$ cat config.mk
export PLATFORM = sky130hd
export DESIGN_NAME = pcap_udp_record_filter
export DESIGN_NICKNAME = d
export VERILOG_FILES = /design/src/pcuf_pkg.sv /design/src/pcap_udp_record_filter.sv /design/src/pcuf_regs.sv /design/src/pcuf_parser.sv /design/src/pcuf_fifo.sv
export SDC_FILE = /design/constraint.sdc
export NUM_CORES = 2
export LEC_CHECK = 0
export BUFFER_PORTS_ARGS = -buffer_cell sky130_fd_sc_hd__buf_2
export CORE_MARGIN = 3
export CORE_UTILIZATION = 40
export DETAILED_ROUTE_END_ITERATION = 10
export SLEW_MARGIN = 5
export SYNTH_ARGS = -nofsm -noshare
export SYNTH_HDL_FRONTEND = slang
export SYNTH_HIERARCHICAL = 1
export SYNTH_SLANG_ARGS = --single-unit
export TNS_END_PERCENT = 10
$ cat constraint.sdc
create_clock -name clk -period 10.7 [get_ports clk]
set_clock_uncertainty 0.05 [all_clocks]
set_input_delay 2.14 -clock clk [delete_from_list [all_inputs] [get_ports clk]]
set_output_delay 2.14 -clock clk [all_outputs]
set_load 0.02 [all_outputs]
$ cat src/pcuf_pkg.sv
`default_nettype none

package pcuf_pkg;

  // Parser phases
  typedef enum logic [2:0] {
    PH_GHDR,
    PH_RHDR,
    PH_HDRS,
    PH_PAY,
    PH_SKIP
  } phase_t;

  // Result kinds
  typedef enum logic [1:0] {
    KIND_PAYLOAD = 2'd0,
    KIND_EMPTY   = 2'd1,
    KIND_STATUS  = 2'd2,
    KIND_EOF     = 2'd3
  } kind_t;

  // Status codes
  typedef enum logic [2:0] {
    ST_OK               = 3'd0,
    ST_NOT_PCAP         = 3'd1,
    ST_LINK_UNSUPPORTED = 3'd2,
    ST_TOO_LARGE        = 3'd3,
    ST_TRUNCATED        = 3'd4,
    ST_MALFORMED        = 3'd5
  } status_t;

  // File format constants
  localparam logic [31:0] MAGIC_BIG     = 32'ha1b2c3d4;
  localparam logic [31:0] MAGIC_LITTLE  = 32'hd4c3b2a1;
  localparam logic [31:0] LINK_ETHERNET = 32'd1;
  localparam logic [7:0]  PROTO_UDP     = 8'd17;
  localparam logic [31:0] IP_HDR_END    = 32'd34;
  localparam logic [31:0] UDP_HDR_END   = 32'd42;
  localparam logic [15:0] UDP_HDR_LEN   = 16'd8;

  // Byte positions in the global header and record header
  localparam logic [4:0] GHDR_MAGIC_END = 5'd3;
  localparam logic [4:0] GHDR_END       = 5'd23;
  localparam logic [4:0] RHDR_LEN_END   = 5'd11;
  localparam logic [4:0] RHDR_END       = 5'd15;

  // Byte positions inside the record body
  localparam logic [31:0] POS_PROTO        = 32'd23;
  localparam logic [31:0] POS_IP_SRC_END   = 32'd29;
  localparam logic [31:0] POS_IP_DST_END   = 32'd33;
  localparam logic [31:0] POS_SRC_PORT_END = 32'd35;
  localparam logic [31:0] POS_DST_PORT_END = 32'd37;
  localparam logic [31:0] POS_UDP_LEN_END  = 32'd39;
  localparam logic [31:0] POS_UDP_END      = 32'd41;

  // Register map
  localparam int CFG_ADDR_W = 5;
  localparam logic [2:0] REG_FILTER_LINK     = 3'd0;
  localparam logic [2:0] REG_FILTER_IP_SRC   = 3'd1;
  localparam logic [2:0] REG_FILTER_IP_DST   = 3'd2;
  localparam logic [2:0] REG_FILTER_PROTO    = 3'd3;
  localparam logic [2:0] REG_FILTER_SRC_PORT = 3'd4;
  localparam logic [2:0] REG_FILTER_DST_PORT = 3'd5;
  localparam logic [2:0] REG_MAX_PAYLOAD     = 3'd6;
  localparam logic [15:0] MAX_PAYLOAD_RESET  = 16'd1500;

  // Result queue sizing: room for two in-flight items of two results each
  localparam int FIFO_DEPTH = 8;
  localparam int FIFO_PTR_W = $clog2(FIFO_DEPTH);
  localparam int FIFO_CNT_W = FIFO_PTR_W + 1;
  localparam logic [FIFO_CNT_W-1:0] FIFO_READY_MAX = FIFO_CNT_W'(FIFO_DEPTH - 4);

  typedef struct packed {
    logic [15:0] filter_link;
    logic [31:0] filter_ip_src;
    logic [31:0] filter_ip_dst;
    logic [7:0]  filter_proto;
    logic [15:0] filter_src_port;
    logic [15:0] filter_dst_port;
    logic [15:0] max_payload;
  } cfg_t;

  typedef struct packed {
    kind_t       kind;
    logic [7:0]  payload_byte;
    logic        last_of_packet;
    status_t     status;
    logic [15:0] src_port;
    logic [15:0] dst_port;
    logic [15:0] payload_len;
  } result_t;

  typedef struct packed {
    logic    first_valid;
    logic    second_valid;
    result_t first;
    result_t second;
  } push_t;

  function automatic logic [31:0] bswap32(input logic [31:0] v);
    return {v[7:0], v[15:8], v[23:16], v[31:24]};
  endfunction

  function automatic result_t make_result(input kind_t k, input status_t s,
                                          input logic [15:0] sp, input logic [15:0] dp,
                                          input logic [15:0] len);
    result_t r;
    r.kind           = k;
    r.payload_byte   = 8'd0;
    r.last_of_packet = 1'b0;
    r.status         = s;
    r.src_port       = sp;
    r.dst_port       = dp;
    r.payload_len    = len;
    return r;
  endfunction

endpackage

`default_nettype wire

$ cat src/pcap_udp_record_filter.sv
// A result reaches the master side via the parser's input register and result queue.
// Throughput: one capture byte per cycle; a final byte that also carries a result
// yields two results, and the eight-entry result queue absorbs that burst.
// The slave side stalls only when the result queue holds more than four entries.
// Reset (rst, synchronous): parser returns to the global header, registers to defaults.
`default_nettype none

module pcap_udp_record_filter (
  input  wire logic                            clk,
  input  wire logic                            rst,
  // Capture byte stream
  input  wire logic                            s_tvalid,
  output logic                                 s_tready,
  input  wire logic [7:0]                      s_tdata,  // [7:0] in_byte
  input  wire logic                            s_tlast,  // end_of_file
  // Result stream
  output logic                                 m_tvalid,
  input  wire logic                            m_tready,
  output logic      [63:0]                     m_tdata,  // [7:0] payload_byte,
                                                         // [10:8] status,
                                                         // [26:11] src_port,
                                                         // [42:27] dst_port,
                                                         // [58:43] payload_len
  output logic      [1:0]                      m_tuser,  // kind
  output logic                                 m_tlast,  // last_of_packet
  // Configuration
  input  wire logic                            psel,
  input  wire logic                            penable,
  input  wire logic                            pwrite,
  input  wire logic [pcuf_pkg::CFG_ADDR_W-1:0] paddr,
  input  wire logic [31:0]                     pwdata,
  output logic      [31:0]                     prdata,
  output logic                                 pready
);

  pcuf_pkg::cfg_t    cfg;
  pcuf_pkg::push_t   push;
  pcuf_pkg::result_t head;
  logic [pcuf_pkg::FIFO_CNT_W-1:0] level;
  logic                            in_load;

  // Accept a byte only while two in-flight items still fit in the queue
  assign s_tready = (level <= pcuf_pkg::FIFO_READY_MAX);
  assign in_load  = s_tvalid & s_tready;

  pcuf_regs u_regs (
    .clk     (clk),
    .rst     (rst),
    .psel    (psel),
    .penable (penable),
    .pwrite  (pwrite),
    .paddr   (paddr),
    .pwdata  (pwdata),
    .prdata  (prdata),
    .pready  (pready),
    .cfg     (cfg)
  );

  pcuf_parser u_parser (
    .clk     (clk),
    .rst     (rst),
    .in_load (in_load),
    .in_byte (s_tdata),
    .in_eof  (s_tlast),
    .cfg     (cfg),
    .push    (push)
  );

  pcuf_fifo u_fifo (
    .clk        (clk),
    .rst        (rst),
    .push       (push),
    .pop        (m_tready),
    .head       (head),
    .head_valid (m_tvalid),
    .level      (level)
  );

  // Pack the queue head onto the result stream
  assign m_tdata = {5'd0, head.payload_len, head.dst_port, head.src_port,
                    head.status, head.payload_byte};
  assign m_tuser = head.kind;
  assign m_tlast = head.last_of_packet;

endmodule

`default_nettype wire

$ cat src/pcuf_regs.sv
`default_nettype none

module pcuf_regs (
  input  wire logic                           clk,
  input  wire logic                           rst,
  input  wire logic                           psel,
  input  wire logic                           penable,
  input  wire logic                           pwrite,
  input  wire logic [pcuf_pkg::CFG_ADDR_W-1:0] paddr,
  input  wire logic [31:0]                    pwdata,
  output logic      [31:0]                    prdata,
  output logic                                pready,
  output pcuf_pkg::cfg_t                      cfg
);

  logic       wr_en;
  logic [2:0] reg_idx;

  assign pready  = 1'b1;
  assign wr_en   = psel & penable & pwrite & pready;
  assign reg_idx = paddr[pcuf_pkg::CFG_ADDR_W-1:2];

  // Write a register on the access cycle
  always_ff @(posedge clk) begin
    if (rst) begin
      cfg.filter_link     <= 16'd0;
      cfg.filter_ip_src   <= 32'd0;
      cfg.filter_ip_dst   <= 32'd0;
      cfg.filter_proto    <= 8'd0;
      cfg.filter_src_port <= 16'd0;
      cfg.filter_dst_port <= 16'd0;
      cfg.max_payload     <= pcuf_pkg::MAX_PAYLOAD_RESET;
    end else if (wr_en) begin
      case (reg_idx)
        pcuf_pkg::REG_FILTER_LINK:     cfg.filter_link     <= pwdata[15:0];
        pcuf_pkg::REG_FILTER_IP_SRC:   cfg.filter_ip_src   <= pwdata;
        pcuf_pkg::REG_FILTER_IP_DST:   cfg.filter_ip_dst   <= pwdata;
        pcuf_pkg::REG_FILTER_PROTO:    cfg.filter_proto    <= pwdata[7:0];
        pcuf_pkg::REG_FILTER_SRC_PORT: cfg.filter_src_port <= pwdata[15:0];
        pcuf_pkg::REG_FILTER_DST_PORT: cfg.filter_dst_port <= pwdata[15:0];
        pcuf_pkg::REG_MAX_PAYLOAD:     cfg.max_payload     <= pwdata[15:0];
        default: ;
      endcase
    end
  end

  // Read back
  always_comb begin
    case (reg_idx)
      pcuf_pkg::REG_FILTER_LINK:     prdata = {16'd0, cfg.filter_link};
      pcuf_pkg::REG_FILTER_IP_SRC:   prdata = cfg.filter_ip_src;
      pcuf_pkg::REG_FILTER_IP_DST:   prdata = cfg.filter_ip_dst;
      pcuf_pkg::REG_FILTER_PROTO:    prdata = {24'd0, cfg.filter_proto};
      pcuf_pkg::REG_FILTER_SRC_PORT: prdata = {16'd0, cfg.filter_src_port};
      pcuf_pkg::REG_FILTER_DST_PORT: prdata = {16'd0, cfg.filter_dst_port};
      pcuf_pkg::REG_MAX_PAYLOAD:     prdata = {16'd0, cfg.max_payload};
      default:                       prdata = 32'd0;
    endcase
  end

endmodule

`default_nettype wire

$ cat src/pcuf_parser.sv
`default_nettype none

module pcuf_parser (
  input  wire logic           clk,
  input  wire logic           rst,
  input  wire logic           in_load,
  input  wire logic [7:0]     in_byte,
  input  wire logic           in_eof,
  input  wire pcuf_pkg::cfg_t cfg,
  output pcuf_pkg::push_t     push
);

  // Input register
  logic       in_valid;
  logic [7:0] byte_r;
  logic       eof_r;

  // Parser state
  pcuf_pkg::phase_t phase, phase_next;
  logic [4:0]  byte_pos, byte_pos_next;
  logic        swap_order, swap_order_next;
  logic [31:0] record_len, record_len_next;
  logic [31:0] bytes_consumed, bytes_consumed_next;
  logic [31:0] word_shift, word_shift_next;
  logic        mismatch, mismatch_next;
  logic [7:0]  ip_proto, ip_proto_next;
  logic [15:0] cur_src_port, cur_src_port_next;
  logic [15:0] cur_dst_port, cur_dst_port_next;
  logic [15:0] payload_left, payload_left_next;
  logic [15:0] pay_total, pay_total_next;
  logic        halted, halted_next;

  // Register the accepted byte for the parser
  always_ff @(posedge clk) begin
    if (rst) begin
      in_valid <= 1'b0;
    end else begin
      in_valid <= in_load;
    end
    if (in_load) begin
      byte_r <= in_byte;
      eof_r  <= in_eof;
    end
  end

  // State register
  always_ff @(posedge clk) begin
    if (rst) begin
      phase          <= pcuf_pkg::PH_GHDR;
      byte_pos       <= 5'd0;
      swap_order     <= 1'b0;
      record_len     <= 32'd0;
      bytes_consumed <= 32'd0;
      word_shift     <= 32'd0;
      mismatch       <= 1'b0;
      ip_proto       <= 8'd0;
      cur_src_port   <= 16'd0;
      cur_dst_port   <= 16'd0;
      payload_left   <= 16'd0;
      pay_total      <= 16'd0;
      halted         <= 1'b0;
    end else begin
      phase          <= phase_next;
      byte_pos       <= byte_pos_next;
      swap_order     <= swap_order_next;
      record_len     <= record_len_next;
      bytes_consumed <= bytes_consumed_next;
      word_shift     <= word_shift_next;
      mismatch       <= mismatch_next;
      ip_proto       <= ip_proto_next;
      cur_src_port   <= cur_src_port_next;
      cur_dst_port   <= cur_dst_port_next;
      payload_left   <= payload_left_next;
      pay_total      <= pay_total_next;
      halted         <= halted_next;
    end
  end

  // Next state and results for the held byte
  always_comb begin
    logic [31:0] word_n;
    logic [31:0] word_sw;
    logic        halt_now;
    logic        mm;
    logic [15:0] pay;
    logic [15:0] pl_dec;
    logic        in_body;

    word_n  = {word_shift[23:0], byte_r};
    word_sw = swap_order ? pcuf_pkg::bswap32(word_n) : word_n;
    halt_now = 1'b0;
    mm       = 1'b0;
    pay      = pay_total - pcuf_pkg::UDP_HDR_LEN;
    pl_dec   = payload_left - 16'd1;
    in_body  = 1'b0;

    phase_next          = phase;
    byte_pos_next       = byte_pos;
    swap_order_next     = swap_order;
    record_len_next     = record_len;
    bytes_consumed_next = bytes_consumed;
    word_shift_next     = word_shift;
    mismatch_next       = mismatch;
    ip_proto_next       = ip_proto;
    cur_src_port_next   = cur_src_port;
    cur_dst_port_next   = cur_dst_port;
    payload_left_next   = payload_left;
    pay_total_next      = pay_total;
    halted_next         = halted;

    push.first_valid  = 1'b0;
    push.second_valid = 1'b0;
    push.first  = pcuf_pkg::make_result(pcuf_pkg::KIND_STATUS, pcuf_pkg::ST_OK,
                                        16'd0, 16'd0, 16'd0);
    push.second = pcuf_pkg::make_result(pcuf_pkg::KIND_EOF, pcuf_pkg::ST_OK,
                                        16'd0, 16'd0, 16'd0);

    if (in_valid && !halted) begin
      word_shift_next = word_n;
      unique case (phase)
        pcuf_pkg::PH_GHDR: begin
          // Check magic, then link type
          if (byte_pos == pcuf_pkg::GHDR_MAGIC_END) begin
            if (word_n == pcuf_pkg::MAGIC_LITTLE) begin
              swap_order_next = 1'b1;
            end else if (word_n == pcuf_pkg::MAGIC_BIG) begin
              swap_order_next = 1'b0;
            end else begin
              push.first_valid = 1'b1;
              push.first = pcuf_pkg::make_result(pcuf_pkg::KIND_STATUS,
                             pcuf_pkg::ST_NOT_PCAP, 16'd0, 16'd0, 16'd0);
              halt_now = 1'b1;
            end
          end
          if (!halt_now && byte_pos == pcuf_pkg::GHDR_END) begin
            if (word_sw != pcuf_pkg::LINK_ETHERNET ||
                (cfg.filter_link != 16'd0 && word_sw != {16'd0, cfg.filter_link})) begin
              push.first_valid = 1'b1;
              push.first = pcuf_pkg::make_result(pcuf_pkg::KIND_STATUS,
                             pcuf_pkg::ST_LINK_UNSUPPORTED, 16'd0, 16'd0, 16'd0);
              halt_now = 1'b1;
            end else begin
              phase_next    = pcuf_pkg::PH_RHDR;
              byte_pos_next = 5'd0;
            end
          end else if (!halt_now) begin
            byte_pos_next = byte_pos + 5'd1;
          end
          halted_next = halt_now;
        end
        pcuf_pkg::PH_RHDR: begin
          // Capture the record length, then decide on the record
          if (byte_pos == pcuf_pkg::RHDR_LEN_END) begin
            record_len_next = word_sw;
          end
          if (byte_pos == pcuf_pkg::RHDR_END) begin
            byte_pos_next       = 5'd0;
            bytes_consumed_next = 32'd0;
            mismatch_next       = 1'b0;
            if (record_len < pcuf_pkg::IP_HDR_END) begin
              push.first_valid = 1'b1;
              push.first = pcuf_pkg::make_result(pcuf_pkg::KIND_STATUS,
                             pcuf_pkg::ST_MALFORMED, 16'd0, 16'd0, 16'd0);
              phase_next = (record_len != 32'd0) ? pcuf_pkg::PH_SKIP : pcuf_pkg::PH_RHDR;
            end else begin
              phase_next = pcuf_pkg::PH_HDRS;
            end
          end else begin
            byte_pos_next = byte_pos + 5'd1;
          end
        end
        pcuf_pkg::PH_HDRS: begin
          // Walk Ethernet, IPv4 and UDP headers
          bytes_consumed_next = bytes_consumed + 32'd1;
          if (bytes_consumed == pcuf_pkg::POS_PROTO) begin
            ip_proto_next = byte_r;
          end else if (bytes_consumed == pcuf_pkg::POS_IP_SRC_END) begin
            if (cfg.filter_ip_src != 32'd0 && word_n != cfg.filter_ip_src) begin
              mismatch_next = 1'b1;
            end
          end else if (bytes_consumed == pcuf_pkg::POS_IP_DST_END) begin
            mm = mismatch
               | (cfg.filter_ip_dst != 32'd0 && word_n != cfg.filter_ip_dst)
               | (cfg.filter_proto != 8'd0 && ip_proto != cfg.filter_proto)
               | (ip_proto != pcuf_pkg::PROTO_UDP);
            mismatch_next = mm;
            if (mm) begin
              phase_next = pcuf_pkg::PH_SKIP;
            end else if (record_len < pcuf_pkg::UDP_HDR_END) begin
              push.first_valid = 1'b1;
              push.first = pcuf_pkg::make_result(pcuf_pkg::KIND_STATUS,
                             pcuf_pkg::ST_MALFORMED, 16'd0, 16'd0, 16'd0);
              phase_next = pcuf_pkg::PH_SKIP;
            end
          end else if (bytes_consumed == pcuf_pkg::POS_SRC_PORT_END) begin
            cur_src_port_next = word_n[15:0];
          end else if (bytes_consumed == pcuf_pkg::POS_DST_PORT_END) begin
            cur_dst_port_next = word_n[15:0];
          end else if (bytes_consumed == pcuf_pkg::POS_UDP_LEN_END) begin
            pay_total_next = word_n[15:0];
          end else if (bytes_consumed == pcuf_pkg::POS_UDP_END) begin
            if ((cfg.filter_src_port != 16'd0 && cur_src_port != cfg.filter_src_port) ||
                (cfg.filter_dst_port != 16'd0 && cur_dst_port != cfg.filter_dst_port)) begin
              phase_next = pcuf_pkg::PH_SKIP;
            end else if (pay_total < pcuf_pkg::UDP_HDR_LEN ||
                         {16'd0, pay} > (record_len - pcuf_pkg::UDP_HDR_END)) begin
              push.first_valid = 1'b1;
              push.first = pcuf_pkg::make_result(pcuf_pkg::KIND_STATUS,
                             pcuf_pkg::ST_MALFORMED, 16'd0, 16'd0, 16'd0);
              phase_next = pcuf_pkg::PH_SKIP;
            end else begin
              pay_total_next = pay;
              if (pay > cfg.max_payload) begin
                push.first_valid = 1'b1;
                push.first = pcuf_pkg::make_result(pcuf_pkg::KIND_STATUS,
                               pcuf_pkg::ST_TOO_LARGE, cur_src_port, cur_dst_port, pay);
                phase_next = pcuf_pkg::PH_SKIP;
              end else if (pay == 16'd0) begin
                push.first_valid = 1'b1;
                push.first = pcuf_pkg::make_result(pcuf_pkg::KIND_EMPTY,
                               pcuf_pkg::ST_OK, cur_src_port, cur_dst_port, 16'd0);
                phase_next = pcuf_pkg::PH_SKIP;
              end else begin
                payload_left_next = pay;
                phase_next        = pcuf_pkg::PH_PAY;
              end
            end
          end
        end
        pcuf_pkg::PH_PAY: begin
          // Send one payload byte
          bytes_consumed_next = bytes_consumed + 32'd1;
          payload_left_next   = pl_dec;
          push.first_valid    = 1'b1;
          push.first = pcuf_pkg::make_result(pcuf_pkg::KIND_PAYLOAD, pcuf_pkg::ST_OK,
                         cur_src_port, cur_dst_port, pay_total);
          push.first.payload_byte   = byte_r;
          push.first.last_of_packet = (pl_dec == 16'd0);
          if (pl_dec == 16'd0) begin
            phase_next = pcuf_pkg::PH_SKIP;
          end
        end
        pcuf_pkg::PH_SKIP: begin
          bytes_consumed_next = bytes_consumed + 32'd1;
        end
        default: ;
      endcase

      // Close the record once its length is used up
      in_body = (phase_next == pcuf_pkg::PH_HDRS) || (phase_next == pcuf_pkg::PH_PAY) ||
                (phase_next == pcuf_pkg::PH_SKIP);
      if (in_body && bytes_consumed_next >= record_len_next) begin
        phase_next    = pcuf_pkg::PH_RHDR;
        byte_pos_next = 5'd0;
      end
    end

    // End of file: report, then return to the start-of-file state
    if (in_valid && eof_r) begin
      push.second_valid = 1'b1;
      if (!halted_next &&
          !(phase_next == pcuf_pkg::PH_RHDR && byte_pos_next == 5'd0)) begin
        push.second.status = pcuf_pkg::ST_TRUNCATED;
      end
      phase_next          = pcuf_pkg::PH_GHDR;
      byte_pos_next       = 5'd0;
      swap_order_next     = 1'b0;
      record_len_next     = 32'd0;
      bytes_consumed_next = 32'd0;
      word_shift_next     = 32'd0;
      mismatch_next       = 1'b0;
      ip_proto_next       = 8'd0;
      cur_src_port_next   = 16'd0;
      cur_dst_port_next   = 16'd0;
      payload_left_next   = 16'd0;
      pay_total_next      = 16'd0;
      halted_next         = 1'b0;
    end
  end

endmodule

`default_nettype wire

$ cat src/pcuf_fifo.sv
`default_nettype none

module pcuf_fifo (
  input  wire logic                              clk,
  input  wire logic                              rst,
  input  wire pcuf_pkg::push_t                   push,
  input  wire logic                              pop,
  output pcuf_pkg::result_t                      head,
  output logic                                   head_valid,
  output logic      [pcuf_pkg::FIFO_CNT_W-1:0]   level
);

  pcuf_pkg::result_t mem [pcuf_pkg::FIFO_DEPTH];

  logic [pcuf_pkg::FIFO_PTR_W-1:0] wr_ptr;
  logic [pcuf_pkg::FIFO_PTR_W-1:0] rd_ptr;
  logic [1:0]                      n_push;
  logic                            do_pop;

  assign n_push     = {1'b0, push.first_valid} + {1'b0, push.second_valid};
  assign head_valid = (level != '0);
  assign do_pop     = pop & head_valid;
  assign head       = mem[rd_ptr];

  // Store up to two results per cycle, in order
  always_ff @(posedge clk) begin
    if (push.first_valid) begin
      mem[wr_ptr] <= push.first;
    end
    if (push.second_valid) begin
      mem[wr_ptr + pcuf_pkg::FIFO_PTR_W'(push.first_valid)] <= push.second;
    end
  end

  // Advance pointers and fill level
  always_ff @(posedge clk) begin
    if (rst) begin
      wr_ptr <= '0;
      rd_ptr <= '0;
      level  <= '0;
    end else begin
      wr_ptr <= wr_ptr + pcuf_pkg::FIFO_PTR_W'(n_push);
      rd_ptr <= rd_ptr + pcuf_pkg::FIFO_PTR_W'(do_pop);
      level  <= level + pcuf_pkg::FIFO_CNT_W'(n_push) - pcuf_pkg::FIFO_CNT_W'(do_pop);
    end
  end

endmodule

`default_nettype wire

==> impl_metrics.toml <==
[status]
status = "finished clean"

[detailed_routing]
firstDrtPassIters = 5
drc = 0
drt_iter0_drc = 2908
routed_wl_um = 136000
antenna_left = 0
viasPerCell = 5.75
num_vias = 32700
drt-wirelength-per-cell_um = 24.0

[sta]
fmax_mhz = 128
max-slew-margin-rel_pct = 13.8
slew_viol_final = 0
setup_viol = 0
worstMarginPinSlew_ns = 1.28
post-route-period-util_pct = 73.0
layout_min_cycle_time_ns = 7.81
rsz0062_at_grt = "no"
hold_violations = 0
fin_tns_setup_ns = 0

[cts]
cts.path.max_buffers = 3
cts_resized = 0
root_buffer = "clkbuf_16"
cts_sinks = 823
h-tree-depth = 3
clkLatencyLatePin_ns = 0.68
cts_tree = "built"
path_clk_slew_ns = 0.06
cts_hold_buf = 0
cts_buffers = 92
postCtsSetupRepairBufs = 0

[global_route]
grt_max_degree = 81
grt_pass1_wl_um = 204000
gr-total-overflow = 0
grt_pass1_vias = 31900
antenna_found_initial = 10
grt_usage_pct = 22.1

[setup_path]
path_class = "reg2reg"
crit_slowest_cell = "buf_4"
r2r-end = "u_fifo/mem[5][30]"
worst_setup_path_end_kind = "register"
reg2reg_slack_ns = 2.89
cp.required_ns = 11.06
critPathLaunchType = "register"
cp.arrival_ns = 8.18
slowest_delay_ns = 0.90
crit_fanout = 49
crit_start = "u_parser/pay_total[3]"
r2r_start = "u_parser/pay_total[3]"
path_cells = "inv_1 -> ha_1 -> nand2b_1 -> or2_2 -> nor3_1 -> xor2_1 -> ha_1 -> nand2_1 -> nor3_1 -> or3b_4 -> a311oi_4 -> nor4_1 -> o21ai_0 -> nand2_1 -> a21oi_1 -> ha_1 -> ha_1 -> xnor2_4 -> nor3_4 -> buf_4 -> mux2_2"
crit_top_cell = "ha_1"
rr_worst_depth = 21

[cells_and_area]
fin_cells = 5677
num-fill-cells = 10700
nets = 4225
syn_to_final_growth_pct = 10.4
fin_area_mm2 = 0.0510
drive_above_1_share_pct = 26.2

[synth]
yosys_warnings = 6
yosys-top-cells-area = "edfxtp_1 (33%), dfxtp_1 (14%), mux2_2 (14%), mux4_2 (6.1%), mux2i_1 (3.6%)"
syn_area_mm2 = 0.0462
syn_avg_cell_area_um2 = 11.3
synth.cells.most_frequent = "mux2_2 (557), edfxtp_1 (505), dfxtp_1 (318)"
yosysTopAreaCell = "edfxtp_1"
yosysSeqAreaShare_pct = 46.6
synth_edf_count = 505
synthArstFlopShare_pct = 0
synth_cell_types = 90
yosysMostFrequentCell = "mux2_2"
ys.flop_type = "edfxtp_1"
netlist_instances = 4075
yosysTopAreaCellShare_pct = 32.8
synth_seq_cells = 823

[worst_hold_path]
min_from = "u_parser/bytes_consumed[21]"
holdCritPathClass = "reg2reg"
holdPathStages = 2
whs_endpoint = "u_parser/bytes_consumed[21]"

[run]
maxCapViolations = 0

[pwr]
power_density_mw_per_mm2 = 153
power_leakage_nw = 19.2
ir_drop_mv = 0.140

[floorplanning]
pin_count = 155
fp.dieW_um = 346
rows = 124
core_area_mm2 = 0.115
die_y_um = 346
dieArea_mm2 = 0.120
initial_core_util_pct = 40.4

[placed_design]
gp_congestion = 0.900
detailed_place.area_mm2 = 0.0481
dp_cells = 5507
port_buffers = 146
dp_hpwl_um = 86900
logic make-up after synthesis:
kind of cell	synth area share, %
xor gates and xnor gates	2.96
buffers and inverters	4.25
and+or+nand+nor	12.4
AOI/OAI and AO/OA	8.04
other	0.0325
muxes	23.5
adders and majority gates	2.28
DFF	46.6
flip-flops by register name, indices dropped and copies added (netlist names), 16 cells and up:
register and cells:
u_parser/word_shift 24, u_parser/cur_dst_port 16, u_parser/pay_total 16, u_regs/cfg 136, u_parser/bytes_consumed 32, u_parser/cur_src_port 16, u_fifo/mem 496, u_parser/payload_left 16
u_parser/record_len 32
layer usage:
metal,track usage (%),up-vias,share of wire [%]
li1,-,15200,-
met1,30.6,16200,44
met2,36.2,1121,47
met3,2.86,227,6.5
met4,6.43,2,2.7
met5,0,-,0.0096
stage by stage:
step                util [%]  worst slack, ns  hold WS [ns]  total power [W]
floorplan                  -             1.72         0.400          0.00439
global placement        42.0             3.15         0.428          0.00477
detailed placement      42.0             2.97         0.436          0.00478
CTS                     44.6             2.89         0.447          0.00788
global route            44.6             2.50         0.480          0.00809
finish                  44.6             2.89         0.442          0.00781
how the worst max path moves through the flow:
stage                        endpoint  slack, ns  cells past startpoint
detailed placement  u_fifo/mem[5][30]       2.97                     21
global route        u_fifo/mem[5][30]       2.50                     21
CTS                 u_fifo/mem[5][30]       2.89                     21
finish              u_fifo/mem[5][30]       2.89                     21
global placement    u_fifo/mem[5][28]       3.15                     21
floorplan            u_fifo/mem[2][0]       1.72                     16
worst max-delay path, delay by kind of cell, from the launching register on:
family | cells | cell delay, ns
AOI/OAI and AO/OA | 3 | 1.02
xor gates and xnor gates | 2 | 0.70
adders and majority gates | 4 | 1.11
buffers and inverters | 2 | 1.20
DFF | 1 | 0.39
muxes | 1 | 0.42
and+or+nand+nor | 9 | 2.56
layout by cell type, fill, tap and decap left out, types with 33 or more instances in the layout:
cell type,n
and2_1,47
a21oi_1,268
mux2_2,557
nand3_1,107
nand2b_1,115
mux4_2,126
and3_1,33
xor2_1,76
o21ai_0,134
inv_1,55
ha_1,81
nand2_1,238
nor2_1,285
nor3_1,59
nor4_1,79
dfxtp_1,314
buf_2,145
buf_4,67
edfxtp_1,505
clkbuf_16,96
xnor2_1,70
nand4_1,43
conb_1,67
mux2i_1,166
power breakdown:
| group | internal, W | switching (W) | leakage (nW) |
|---|---|---|---|
| Sequential | 0.00340 | 0.000103 | 7.51 |
| Combinational | 0.000482 | 0.000723 | 10.2 |
| Clock | 0.00177 | 0.00133 | 1.44 |
| Total | 0.00565 | 0.00215 | 19.2 |
layout make-up:
| class | instances | area (um^2) | area share [%] |
|---|---|---|---|
| well taps | 1512 | 1890 | 3.71 |
| repair buffers | 213 | 1250 | 2.45 |
| diodes | 1 | 2.50 | 0.00490 |
| flip-flops and latches | 823 | 21500 | 42.2 |
| clock buffers | 130 | 2640 | 5.17 |
| clock inverters | 39 | 318 | 0.623 |
| multi-input cells | 2904 | 23200 | 45.4 |
| inverters | 55 | 206 | 0.404 |
Power figures use the tool's default switching activity.
